===== src/hdl/pin_change_event_queue_unit_assert.svh =====
// ------------------------------------------------------------------------
// pin change event queue assertion macros
// shared property forms for the concurrent checks of the block
// ------------------------------------------------------------------------
`ifndef PIN_CHANGE_EVENT_QUEUE_UNIT_ASSERT_SVH
`define PIN_CHANGE_EVENT_QUEUE_UNIT_ASSERT_SVH

// condition in one cycle implies a consequence in the same cycle
`define PCEQ_ASSERT_SAME(name, clk, rst_n, pre, post, msg) \
    name: assert property (@(posedge clk) disable iff (!rst_n) (pre) |-> (post)) \
        else $error(msg);

// condition in one cycle implies a consequence in the next cycle
`define PCEQ_ASSERT_NEXT(name, clk, rst_n, pre, post, msg) \
    name: assert property (@(posedge clk) disable iff (!rst_n) (pre) |=> (post)) \
        else $error(msg);

`endif


===== src/hdl/pceq_pkg.sv =====
// ------------------------------------------------------------------------
// pceq_pkg
// types, codes and constants shared by the pin change event queue
// ------------------------------------------------------------------------
package pceq_pkg;

    // field widths
    localparam int OPCODE_W    = 2;
    localparam int PORT_W      = 8;
    localparam int EVENT_W     = 8;
    localparam int CFG_INDEX_W = 2;
    localparam int SCAN_W      = 5;

    // default store depth
    localparam int QUEUE_DEPTH_DEFAULT = 32;

    // item opcodes
    localparam logic [OPCODE_W-1:0] OP_TICK     = 2'd0;
    localparam logic [OPCODE_W-1:0] OP_READ     = 2'd1;
    localparam logic [OPCODE_W-1:0] OP_BASELINE = 2'd2;

    // register indexes
    localparam logic [CFG_INDEX_W-1:0] REG_MASK_B = 2'd0;
    localparam logic [CFG_INDEX_W-1:0] REG_MASK_C = 2'd1;
    localparam logic [CFG_INDEX_W-1:0] REG_MASK_D = 2'd2;

    // event byte fields
    localparam logic [EVENT_W-1:0] PORT_CODE_B = 8'b0000_1000;
    localparam logic [EVENT_W-1:0] PORT_CODE_C = 8'b0001_0000;
    localparam logic [EVENT_W-1:0] PORT_CODE_D = 8'b0001_1000;
    localparam logic [EVENT_W-1:0] LEVEL_BIT   = 8'b1000_0000;

    // last position of the 24-bit change scan
    localparam logic [SCAN_W-1:0] SCAN_LAST = 5'd23;

    // sequencer states
    typedef enum logic [1:0] {
        ST_IDLE,
        ST_SCAN,
        ST_READ
    } state_t;

    // port code from the upper scan position bits
    function automatic logic [EVENT_W-1:0] port_code(input logic [1:0] sel);
        logic [EVENT_W-1:0] code;
        case (sel)
            2'd0:    code = PORT_CODE_B;
            2'd1:    code = PORT_CODE_C;
            2'd2:    code = PORT_CODE_D;
            default: code = '0;
        endcase
        return code;
    endfunction

endpackage


===== src/hdl/pceq_if.sv =====
// ------------------------------------------------------------------------
// pceq channel interfaces
// valid/ready channels for items, results and register writes
// ------------------------------------------------------------------------

// input item channel
interface pceq_item_if
    import pceq_pkg::*;
();
    logic                valid;
    logic                ready;
    logic [OPCODE_W-1:0] opcode;
    logic [PORT_W-1:0]   pins_b;
    logic [PORT_W-1:0]   pins_c;
    logic [PORT_W-1:0]   pins_d;

    modport source (output valid, opcode, pins_b, pins_c, pins_d, input ready);
    modport sink   (input valid, opcode, pins_b, pins_c, pins_d, output ready);
endinterface

// result channel
interface pceq_result_if
    import pceq_pkg::*;
();
    logic               valid;
    logic               ready;
    logic [EVENT_W-1:0] event_code;
    logic               empty_res;

    modport source (output valid, event_code, empty_res, input ready);
    modport sink   (input valid, event_code, empty_res, output ready);
endinterface

// register write channel
interface pceq_cfg_if
    import pceq_pkg::*;
();
    logic                   valid;
    logic                   ready;
    logic [CFG_INDEX_W-1:0] index;
    logic [PORT_W-1:0]      data;

    modport source (output valid, index, data, input ready);
    modport sink   (input valid, index, data, output ready);
endinterface


===== src/hdl/pin_change_event_queue_unit.sv =====
// sample tick: the item is taken in idle, then a scan of the 24 port bits, one port bit
//   per cycle through the event store write port; no new item is taken until the scan ends
// read: entry registered at the transfer, result registered once the result register is
//   free, so the next item is held off while an earlier result waits; a baseline stays idle
// reset: masks and stored samples all ones, positions zero, store contents
//   undefined until written (no clearing pass)
// ------------------------------------------------------------------------
// pin_change_event_queue_unit
// key port change detector with a ring store of event bytes
// ------------------------------------------------------------------------
`include "pin_change_event_queue_unit_assert.svh"

module pin_change_event_queue_unit
    import pceq_pkg::*;
#(
    parameter int QUEUE_DEPTH = QUEUE_DEPTH_DEFAULT
) (
    input  logic   clk,
    input  logic   rst_n,
    pceq_item_if.sink     item,
    pceq_result_if.source result,
    pceq_cfg_if.sink      cfg
);

    localparam int PTR_W = $clog2(QUEUE_DEPTH);
    localparam logic [PTR_W-1:0] PTR_LAST = PTR_W'(QUEUE_DEPTH - 1);
    localparam int SCAN_BITS = 3 * PORT_W;

    // state
    state_t state_reg, state_next;

    logic [PORT_W-1:0] mask_b_reg, mask_c_reg, mask_d_reg;
    logic [PORT_W-1:0] prev_b_reg, prev_c_reg, prev_d_reg;
    logic [PORT_W-1:0] prev_b_next, prev_c_next, prev_d_next;

    logic [PTR_W-1:0] write_pos_reg, write_pos_next;
    logic [PTR_W-1:0] read_pos_reg, read_pos_next;

    logic [SCAN_BITS-1:0] diff_reg, diff_next;
    logic [SCAN_BITS-1:0] lvl_reg, lvl_next;
    logic [SCAN_W-1:0]    cnt_reg, cnt_next;

    logic empty_reg, empty_next;
    logic out_valid_reg, out_valid_next;
    logic [EVENT_W-1:0] out_code_reg;
    logic               out_empty_reg;

    // event store
    logic [EVENT_W-1:0] mem [QUEUE_DEPTH];
    logic [EVENT_W-1:0] rd_data_reg;

    // control
    logic item_xfer;
    logic mem_we;
    logic mem_re;
    logic load_res;
    logic out_free;

    logic [PORT_W-1:0]  new_b, new_c, new_d;
    logic [EVENT_W-1:0] wr_code;

    // masked fresh samples
    assign new_b = item.pins_b & mask_b_reg;
    assign new_c = item.pins_c & mask_c_reg;
    assign new_d = item.pins_d & mask_d_reg;

    assign item_xfer = item.valid && item.ready;
    assign out_free  = !out_valid_reg || result.ready;

    // event byte for the current scan position
    assign wr_code = port_code(cnt_reg[4:3]) | {5'b0, cnt_reg[2:0]}
                   | (lvl_reg[0] ? LEVEL_BIT : '0);

    // outputs of the sequencer
    always_comb
    begin
        item.ready = 1'b0;
        mem_we     = 1'b0;
        mem_re     = 1'b0;
        load_res   = 1'b0;
        case (state_reg)
            ST_IDLE:
            begin
                item.ready = 1'b1;
                mem_re     = item.valid && (item.opcode == OP_READ);
            end
            ST_SCAN:
            begin
                mem_we = diff_reg[0];
            end
            ST_READ:
            begin
                load_res = out_free;
            end
            default:
            begin
                item.ready = 1'b0;
            end
        endcase
    end

    // next state
    always_comb
    begin
        state_next = state_reg;
        case (state_reg)
            ST_IDLE:
            begin
                if (item_xfer && item.opcode == OP_TICK)
                    state_next = ST_SCAN;
                else if (item_xfer && item.opcode == OP_READ)
                    state_next = ST_READ;
            end
            ST_SCAN:
            begin
                if (cnt_reg == SCAN_LAST)
                    state_next = ST_IDLE;
            end
            ST_READ:
            begin
                if (out_free)
                    state_next = ST_IDLE;
            end
            default:
            begin
                state_next = ST_IDLE;
            end
        endcase
    end

    // datapath next values
    always_comb
    begin
        prev_b_next    = prev_b_reg;
        prev_c_next    = prev_c_reg;
        prev_d_next    = prev_d_reg;
        write_pos_next = write_pos_reg;
        read_pos_next  = read_pos_reg;
        diff_next      = diff_reg;
        lvl_next       = lvl_reg;
        cnt_next       = cnt_reg;
        empty_next     = empty_reg;
        out_valid_next = out_valid_reg;

        // tick and baseline take the masked samples
        if (item_xfer && (item.opcode == OP_TICK || item.opcode == OP_BASELINE))
        begin
            prev_b_next = new_b;
            prev_c_next = new_c;
            prev_d_next = new_d;
        end
        if (item_xfer && item.opcode == OP_TICK)
        begin
            diff_next = {new_d ^ prev_d_reg, new_c ^ prev_c_reg, new_b ^ prev_b_reg};
            lvl_next  = {new_d, new_c, new_b};
            cnt_next  = '0;
        end
        if (item_xfer && item.opcode == OP_READ)
            empty_next = (read_pos_reg == write_pos_reg);

        // one port bit per scan cycle
        if (state_reg == ST_SCAN)
        begin
            diff_next = diff_reg >> 1;
            lvl_next  = lvl_reg >> 1;
            cnt_next  = cnt_reg + SCAN_W'(1);
        end
        if (mem_we)
            write_pos_next = (write_pos_reg == PTR_LAST) ? '0 : write_pos_reg + PTR_W'(1);

        // result register
        if (result.valid && result.ready)
            out_valid_next = 1'b0;
        if (load_res)
        begin
            out_valid_next = 1'b1;
            if (!empty_reg)
                read_pos_next = (read_pos_reg == PTR_LAST) ? '0 : read_pos_reg + PTR_W'(1);
        end
    end

    // control registers
    always_ff @(posedge clk or negedge rst_n)
    begin
        if (!rst_n)
        begin
            state_reg     <= ST_IDLE;
            mask_b_reg    <= '1;
            mask_c_reg    <= '1;
            mask_d_reg    <= '1;
            prev_b_reg    <= '1;
            prev_c_reg    <= '1;
            prev_d_reg    <= '1;
            write_pos_reg <= '0;
            read_pos_reg  <= '0;
            cnt_reg       <= '0;
            out_valid_reg <= 1'b0;
        end
        else
        begin
            state_reg     <= state_next;
            prev_b_reg    <= prev_b_next;
            prev_c_reg    <= prev_c_next;
            prev_d_reg    <= prev_d_next;
            write_pos_reg <= write_pos_next;
            read_pos_reg  <= read_pos_next;
            cnt_reg       <= cnt_next;
            out_valid_reg <= out_valid_next;
            // register write transfer
            if (cfg.valid && cfg.ready)
            begin
                if (cfg.index == REG_MASK_B)
                    mask_b_reg <= cfg.data;
                if (cfg.index == REG_MASK_C)
                    mask_c_reg <= cfg.data;
                if (cfg.index == REG_MASK_D)
                    mask_d_reg <= cfg.data;
            end
        end
    end

    // payload registers
    always_ff @(posedge clk)
    begin
        diff_reg  <= diff_next;
        lvl_reg   <= lvl_next;
        empty_reg <= empty_next;
        if (load_res)
        begin
            out_code_reg  <= empty_reg ? '0 : rd_data_reg;
            out_empty_reg <= empty_reg;
        end
    end

    // event store, one write and one registered read port
    always_ff @(posedge clk)
    begin
        if (mem_we)
            mem[write_pos_reg] <= wr_code;
        if (mem_re)
            rd_data_reg <= mem[read_pos_reg];
    end

    assign cfg.ready         = 1'b1;
    assign result.valid      = out_valid_reg;
    assign result.event_code = out_code_reg;
    assign result.empty_res  = out_empty_reg;

    // checks
    `PCEQ_ASSERT_NEXT(a_tick_starts_scan, clk, rst_n, item_xfer && item.opcode == OP_TICK, state_reg == ST_SCAN && cnt_reg == '0, "tick transfer did not start the scan")
    `PCEQ_ASSERT_NEXT(a_read_goes_read, clk, rst_n, item_xfer && item.opcode == OP_READ, state_reg == ST_READ, "read transfer did not reach the read state")
    `PCEQ_ASSERT_SAME(a_write_only_in_scan, clk, rst_n, mem_we, state_reg == ST_SCAN && !item.ready, "store written outside the scan")
    `PCEQ_ASSERT_NEXT(a_scan_ends, clk, rst_n, state_reg == ST_SCAN && cnt_reg == SCAN_LAST, state_reg == ST_IDLE, "scan ran past the last port bit")

endmodule


===== src/flat_wrapper.sv =====
// flat-port wrapper written by rule: the top's interface ports become plain ports
module pin_change_event_queue_unit_flat import pceq_pkg::*;
#(
    parameter int QUEUE_DEPTH = QUEUE_DEPTH_DEFAULT
)
  (clk, rst_n, item_valid, item_opcode, item_pins_b, item_pins_c, item_pins_d, item_ready, result_valid, result_event_code, result_empty_res, result_ready, cfg_valid, cfg_index, cfg_data, cfg_ready);
  pceq_item_if item_i ();
  pceq_result_if result_i ();
  pceq_cfg_if cfg_i ();
  input  logic clk;
  input  logic rst_n;
  input wire logic [$bits(item_i.valid)-1:0] item_valid;
  input wire logic [$bits(item_i.opcode)-1:0] item_opcode;
  input wire logic [$bits(item_i.pins_b)-1:0] item_pins_b;
  input wire logic [$bits(item_i.pins_c)-1:0] item_pins_c;
  input wire logic [$bits(item_i.pins_d)-1:0] item_pins_d;
  output wire logic [$bits(item_i.ready)-1:0] item_ready;
  output wire logic [$bits(result_i.valid)-1:0] result_valid;
  output wire logic [$bits(result_i.event_code)-1:0] result_event_code;
  output wire logic [$bits(result_i.empty_res)-1:0] result_empty_res;
  input wire logic [$bits(result_i.ready)-1:0] result_ready;
  input wire logic [$bits(cfg_i.valid)-1:0] cfg_valid;
  input wire logic [$bits(cfg_i.index)-1:0] cfg_index;
  input wire logic [$bits(cfg_i.data)-1:0] cfg_data;
  output wire logic [$bits(cfg_i.ready)-1:0] cfg_ready;
  assign item_i.valid = item_valid;
  assign item_i.opcode = item_opcode;
  assign item_i.pins_b = item_pins_b;
  assign item_i.pins_c = item_pins_c;
  assign item_i.pins_d = item_pins_d;
  assign item_ready = item_i.ready;
  assign result_valid = result_i.valid;
  assign result_event_code = result_i.event_code;
  assign result_empty_res = result_i.empty_res;
  assign result_i.ready = result_ready;
  assign cfg_i.valid = cfg_valid;
  assign cfg_i.index = cfg_index;
  assign cfg_i.data = cfg_data;
  assign cfg_ready = cfg_i.ready;
  pin_change_event_queue_unit #(.QUEUE_DEPTH(QUEUE_DEPTH)) u_core (.clk(clk), .rst_n(rst_n), .item(item_i), .result(result_i), .cfg(cfg_i));
endmodule

===== config.mk =====
export PLATFORM = sky130hd
export DESIGN_NAME = pin_change_event_queue_unit_flat
export DESIGN_NICKNAME = d
export VERILOG_FILES = /design/src/hdl/pceq_pkg.sv /design/src/hdl/pceq_if.sv /design/src/hdl/pin_change_event_queue_unit.sv /design/src/flat_wrapper.sv
export VERILOG_INCLUDE_DIRS = /design/src /design/src/hdl
export SDC_FILE = /design/constraint.sdc
export NUM_CORES = 1
export LEC_CHECK = 0
export ABC_CLOCK_PERIOD_IN_PS = 2400
export BUFFER_PORTS_ARGS = -buffer_cell sky130_fd_sc_hd__buf_2
export CAP_MARGIN = 10
export CORE_UTILIZATION = 30
export CTS_BUF_LIST = sky130_fd_sc_hd__clkbuf_16
export DETAILED_ROUTE_END_ITERATION = 12
export PLACE_DENSITY_LB_ADDON = 0.12
export SYNTH_ARGS = -nofsm -noshare
export SYNTH_HDL_FRONTEND = slang
export SYNTH_SLANG_ARGS = --single-unit

===== constraint.sdc =====
create_clock -name clk -period 2.4 [get_ports clk]
set_input_delay 0.12 -clock clk [delete_from_list [all_inputs] [get_ports clk]]
set_output_delay 0.12 -clock clk [all_outputs]
set_load 0.005 [all_outputs]

==> results of run 1 <==
[cells in the mapped netlist, types with 3 or more instances]
cell      count  share of area, %
nand2_1     114               3.3
a22o_1        6              0.40
ha_1         11               1.1
edfxtp_1    252                58
dfstp_2      48               9.7
dfrtp_1      18               3.4
mux4_1        5               1.0
clkbuf_1     15              0.43
a22oi_1       6              0.34
mux2i_1      26               2.0
o221ai_1      6              0.40
o22ai_1       6              0.29
nand2b_1      3              0.14
mux4_2       31               5.3
nor2b_1      12              0.57
buf_1         7              0.20
o21ai_0      76               2.9
buf_4         4              0.23
o21ai_1       4              0.15
mux2_2       26               2.2
inv_1         4              0.11
nand3_1      12              0.46
buf_6         3              0.26
buf_2        14              0.54
nor2_1       44               1.3
nor3_1       11              0.42
nand3b_1      8              0.46
a21oi_1      10              0.38
xnor2_1       6              0.40
a211oi_1     12              0.69
xor2_1       25               1.7
[worst register-to-register path, delay by kind of cell (launching register included)]
| kind | cells | cell delay [ns] |
|---|---|---|
| flops | 1 | 0.64 |
| buf+inv | 1 | 0.25 |
| compound gates | 2 | 0.61 |
| mux | 1 | 0.52 |
[how the worst max path moves through the flow]
stage / from / endpoint / slack (ns) / cells after the start
final: u_core.read_pos_reg[0] / u_core.rd_data_reg[3] / 0.10 / 4
after global routing: u_core.read_pos_reg[0] / u_core.rd_data_reg[3] / 0.02 / 4
after CTS: u_core.read_pos_reg[0] / u_core.rd_data_reg[3] / 0.07 / 4
after detailed placement: u_core.read_pos_reg[0] / u_core.rd_data_reg[3] / 0.09 / 4
after global placement: u_core.read_pos_reg[0] / u_core.rd_data_reg[3] / 0.09 / 4
after floorplan: u_core.state_reg[1] / u_core.diff_reg[0] / 0.06 / 4
[placed cells by master (no fill, tap or decap), drive strengths merged, types with 3 or more instances in the layout]
cell type / count
a211oi: 12
a21oi: 10
a22o: 6
a22oi: 6
buf: 113
clkbuf: 38
clkinv: 14
conb: 3
dfrtp: 18
dfstp: 48
dlygate4sd3: 36
edfxtp: 252
ha: 11
inv: 16
mux2: 26
mux2i: 26
mux4: 36
nand2: 114
nand2b: 3
nand3: 12
nand3b: 8
nor2: 44
nor2b: 12
nor3: 11
o21ai: 80
o221ai: 6
o22ai: 6
xnor2: 6
xor2: 25
[power by group]
part	internal, mW	leakage [nW]	switching, mW
Combinational	1.81	2.07	2.67
Clock	2.97	0.591	2.19
Sequential	7.99	3.06	0.663
[cell type report]
cell class              instances  area share (%)
clock buffers                  38            6.00
clock inverters                27           0.947
inverters                       4          0.0947
multi-input cells             475            22.1
flip-flops and latches        320            58.8
well taps                     585            4.62
repair buffers                149            7.39
[cell families (layout without fill, tap and decap cells)]
group / Yosys count / count (layout) / synth area share, %
other: 2 / 3 / 0.0575
adder cells (fa/ha/maj): 11 / 11 / 1.05
buffers and inverters: 48 / 218 / 1.93
XOR/XNOR: 31 / 31 / 2.08
flip-flops: 320 / 320 / 71.4
AND/OR/NAND/NOR: 212 / 212 / 7.13
AO/OA/AOI/OAI: 130 / 130 / 5.81
multiplexers: 88 / 88 / 10.6
[metal layers]
| layer | part of all wire (%) | up-vias | GRT usage (%) |
|---|---|---|---|
| met1 | 45 | 3617 | 19.0 |
| met2 | 49 | 138 | 24.3 |
| met5 | 0 | - | 0 |
| li1 | - | 3453 | - |
| met4 | 2.2 | 0 | 5.12 |
| met3 | 3.5 | 47 | 2.38 |
==> results.cfg, run 1 <==
[timing]
finalSetupViolations = 0
tightest_slew_ns = 1.03
relSlewSlack_pct = 31.0
fin_worst_skew_ns = 0.0264
max_freq_ghz = 0.436
rsz0062_at_grt = no
period_share_pct = 95.6
tns_ns = 0
post-route-min-period_ns = 2.30
setup_slack_ns = 0.105
hold_slack_ns = 0.0368
finalMaxSlewViolations = 0
hold_violations = 0

[global_routing]
antenna_found_initial = 0
grt_pass1_vias = 7641
overflow = 0
grt_max_degree = 59
grt_pass1_wl_um = 47500
grtUsageTotal_pct = 14.5

[floorplan]
coreArea_um2 = 43000
rows = 76
die_h_um = 211
die_area_um2 = 44400
initial_utilization_pct = 30.4
dieWidth_um = 211
io-pin-count = 53

[finish]
syn_to_final_growth_pct = 21.4
largest_reg_flops = 192
design_area_um2 = 15900
regArea_um2 = 9320
multi_input_area_um2 = 3510
final_core_util_pct = 36.9
fin_nets = 1039
stdcell_count = 1598
diodes = 0
drive_gt1_share_pct = 27.1
fillers = 4206

[worst_setup_path]
cp_max_fo = 19
critPathBufInv = 1
r2r_end = u_core.rd_data_reg[3]
worstSetupStartpointType = register
cp_slowest_cell = dfrtp_4
crit_type = register to register
critical_path.top_delay_family = flip-flops
worstRegToRegCells = 4
cp-end-kind = register
ff2ff_setup_slack_ns = 0.10
cp.required_ns = 2.66
slowest_delay_ns = 0.64
worst-endpoint-arrival_ns = 2.55
path_cells = buf_12, mux4_2, a211oi_1, a21oi_1
rr_startpoint = u_core.read_pos_reg[0]

[cts]
insertion_delay_ns = 0.54
cts_buffers = 37
clk_pin_slew_ns = 0.06
cts_root_buf = clkbuf_16
cts_sinks = 320
post_cts_buffers = 0
clockBufferDepth = 3
ctsHoldBuffers = 36
cts-resized-gates = 0
cts_tree = yes
htree_num_levels = 2

[yosys]
seq_area_frac_synth_pct = 71.4
synth_flop_cell = edfxtp_1
postSynthCellCount = 842
avgSynthCellArea_um2 = 15.5
synth_edf_count = 252
synth.cell_area_um2 = 13100
async_flop_share_pct = 20.6
ys_seq_elements = 320
synth_warnings = 0
ys_types = 42

[pwr]
p_leak_nw = 5.73
power.density_nw_per_um2 = 1150
peakVddDrop_mv = 0.554
power_mw = 18.3

[placed_design]
dpl.cell_count = 1496
place_area_um2 = 14400
place_ws_ns = 0.0928
dpl.hpwl_um = 20100
place.gp.congestion = 0.744
portBuffers = 49

[worst_hold_path]
holdCritPathClass = input port to register
hp-start = item_valid
holdPathStages = 4
min_delay_worst_endpoint = u_core.diff_reg[23]

[routing]
firstDrtPassIters = 4
drt-initial-drc-count = 336
ant_nets = 0
wl_per_cell_um = 19.3
num_vias = 7255
vias_per_cell = 4.54
drc = 0
wl_um = 30900

[status]
outcome = complete, no violations

[flow_run]
cap_violations = 0
Power figures use the tool's default switching activity.
==> run 2: changes to the inputs <==
--- a/config.mk
+++ b/config.mk
@@ -13,6 +13,7 @@
 export CTS_BUF_LIST = sky130_fd_sc_hd__clkbuf_16
 export DETAILED_ROUTE_END_ITERATION = 12
 export PLACE_DENSITY_LB_ADDON = 0.12
+export RECOVER_POWER = 25
 export SYNTH_ARGS = -nofsm -noshare
 export SYNTH_HDL_FRONTEND = slang
 export SYNTH_SLANG_ARGS = --single-unit
==> run 2 against run 1 <==
Compared with the run above:
- count of clock-buffer cells in the layout is the same
- cell count unchanged
- worst setup slack better by 0.042 ns
- maximum frequency rose by 1.9%
- first-iteration DRC count increased by 11%
- clock power is essentially flat
- worst hold slack worse by 0.0014 ns
- register-to-register slack gained 0.04 ns
- critical path depth stayed put
- sequential share of layout area is 0.070 points higher
- clock skew grew 0.00087 ns
- flip-flop and latch count unchanged
- largest cell class unchanged
- highest routed layer unchanged
==> results.cfg, run 2 (synthesized netlist as in run 1, its figures left out) <==
[floorplan]
initial_utilization_pct = 30.4
die_area_um2 = 44400
die_h_um = 211
coreArea_um2 = 43000
dieWidth_um = 211
io-pin-count = 53
rows = 76

[finish]
layout.cells.most_common = edfxtp_1
diodes = 0
fin_nets = 1039
largest_reg_flops = 192
design_area_um2 = 15800
layout_common_cells = edfxtp_1 (252), nand2_1 (113), o21ai_0 (76)
drive_gt1_share_pct = 26.4
syn_to_final_growth_pct = 21.2

[cts]
cts_buffers = 37
post_cts_buffers = 0
clockBufferDepth = 3
cts_tree = yes
insertion_delay_ns = 0.54
htree_num_levels = 2
cts_sinks = 320
clk_pin_slew_ns = 0.06
cts_root_buf = clkbuf_16

[timing]
rsz0062_at_grt = no
hold_slack_ns = 0.0354
finalSetupViolations = 0
relSlewSlack_pct = 12.4
setup_slack_ns = 0.147
tightest_slew_ns = 1.31
tns_ns = 0
post-route-min-period_ns = 2.25
fin_worst_skew_ns = 0.0273
finalMaxSlewViolations = 0
max_freq_ghz = 0.444
period_share_pct = 93.9
hold_violations = 0

[routing]
ant_nets = 0
wl_um = 30800
vias_per_cell = 4.54
drc = 0
drt-initial-drc-count = 374
wl_per_cell_um = 19.3
num_vias = 7251
firstDrtPassIters = 8

[placed_design]
place_area_um2 = 14400
portBuffers = 49
place.gp.congestion = 0.744
place_ws_ns = 0.0928
dpl.hpwl_um = 20100

[worst_setup_path]
cp_max_fo = 19
rr_startpoint = u_core.read_pos_reg[0]
cp.required_ns = 2.66
crit_type = register to register
ff2ff_setup_slack_ns = 0.15
worstRegToRegCells = 4
crit_end = u_core.rd_data_reg[3]
r2r_end = u_core.rd_data_reg[3]
worstSetupStartpointType = register
crit_start = u_core.read_pos_reg[0]
worst-endpoint-arrival_ns = 2.52
cp-end-kind = register

[global_routing]
grt_pass1_wl_um = 47500
grtUsageTotal_pct = 14.5
overflow = 0
antenna_found_initial = 0
grt_max_degree = 59
grt_pass1_vias = 7641

[pwr]
p_leak_nw = 5.71
power_mw = 18.3
peakVddDrop_mv = 0.555
power.density_nw_per_um2 = 1150

[flow_run]
cap_violations = 0

[worst_hold_path]
holdCritPathClass = input port to register
hp-start = item_valid

[status]
outcome = complete, no violations
-- run 2: timing repair --
action	in CTS	in global routing
hold buffers	36	0
endpoints found under the hold margin	98	0
gates resized for setup	0	0
-- run 2: worst min-delay path by stage --
stage | depth (start not counted) | endpoint | slack [ns]
6_report | 4 | u_core.diff_reg[23] | 0.04
5_1_grt | 4 | u_core.diff_reg[23] | 0.07
4_1_cts | 4 | u_core.diff_reg[23] | 0.001
3_5_place_dp | 1 | u_core.read_pos_reg[0] | 0.20
3_3_place_gp | 1 | u_core.read_pos_reg[0] | 0.20
2_1_floorplan | 0 | u_core.cnt_reg[0] | -0.18
-- run 2: per-stage QoR --
stage	cells	util (%)
detailed placement	1496	33.4
floorplan	843	-
finish	1598	36.8
global route	1598	36.8
global placement	1496	33.4
CTS	1597	36.8
-- run 2: routing by layer --
| metal | vias to the layer above | GRT usage [%] | part of all wire [%] |
|---|---|---|---|
| met3 | 47 | 2.38 | 3.2 |
| li1 | 3451 | - | - |
| met2 | 128 | 24.3 | 49 |
| met4 | 0 | 5.12 | 2.3 |
| met5 | - | 0 | 0 |
| met1 | 3625 | 19.0 | 45 |
-- run 2: final cells by class --
cell class / instances / area, um^2
flip-flops and latches: 320 / 9320
inverters: 4 / 15.0
multi-input cells: 475 / 3500
fillers: 4211 / 27100
clock buffers: 38 / 951
repair buffers: 149 / 1160
clock inverters: 27 / 150
well taps: 585 / 732
-- run 2: power breakdown --
| part | switching, mW | internal, mW | leakage, nW |
|---|---|---|---|
| logic | 2.67 | 1.80 | 2.06 |
| registers | 0.657 | 7.99 | 3.06 |
| clock network | 2.19 | 2.97 | 0.591 |
| total | 5.52 | 12.8 | 5.71 |
-- run 2: critical path: stages, from the launching register on --
cell      delay, ns
dfrtp_4        0.64
buf_12         0.24
mux4_2         0.51
a211oi_1       0.46
a21oi_1        0.12
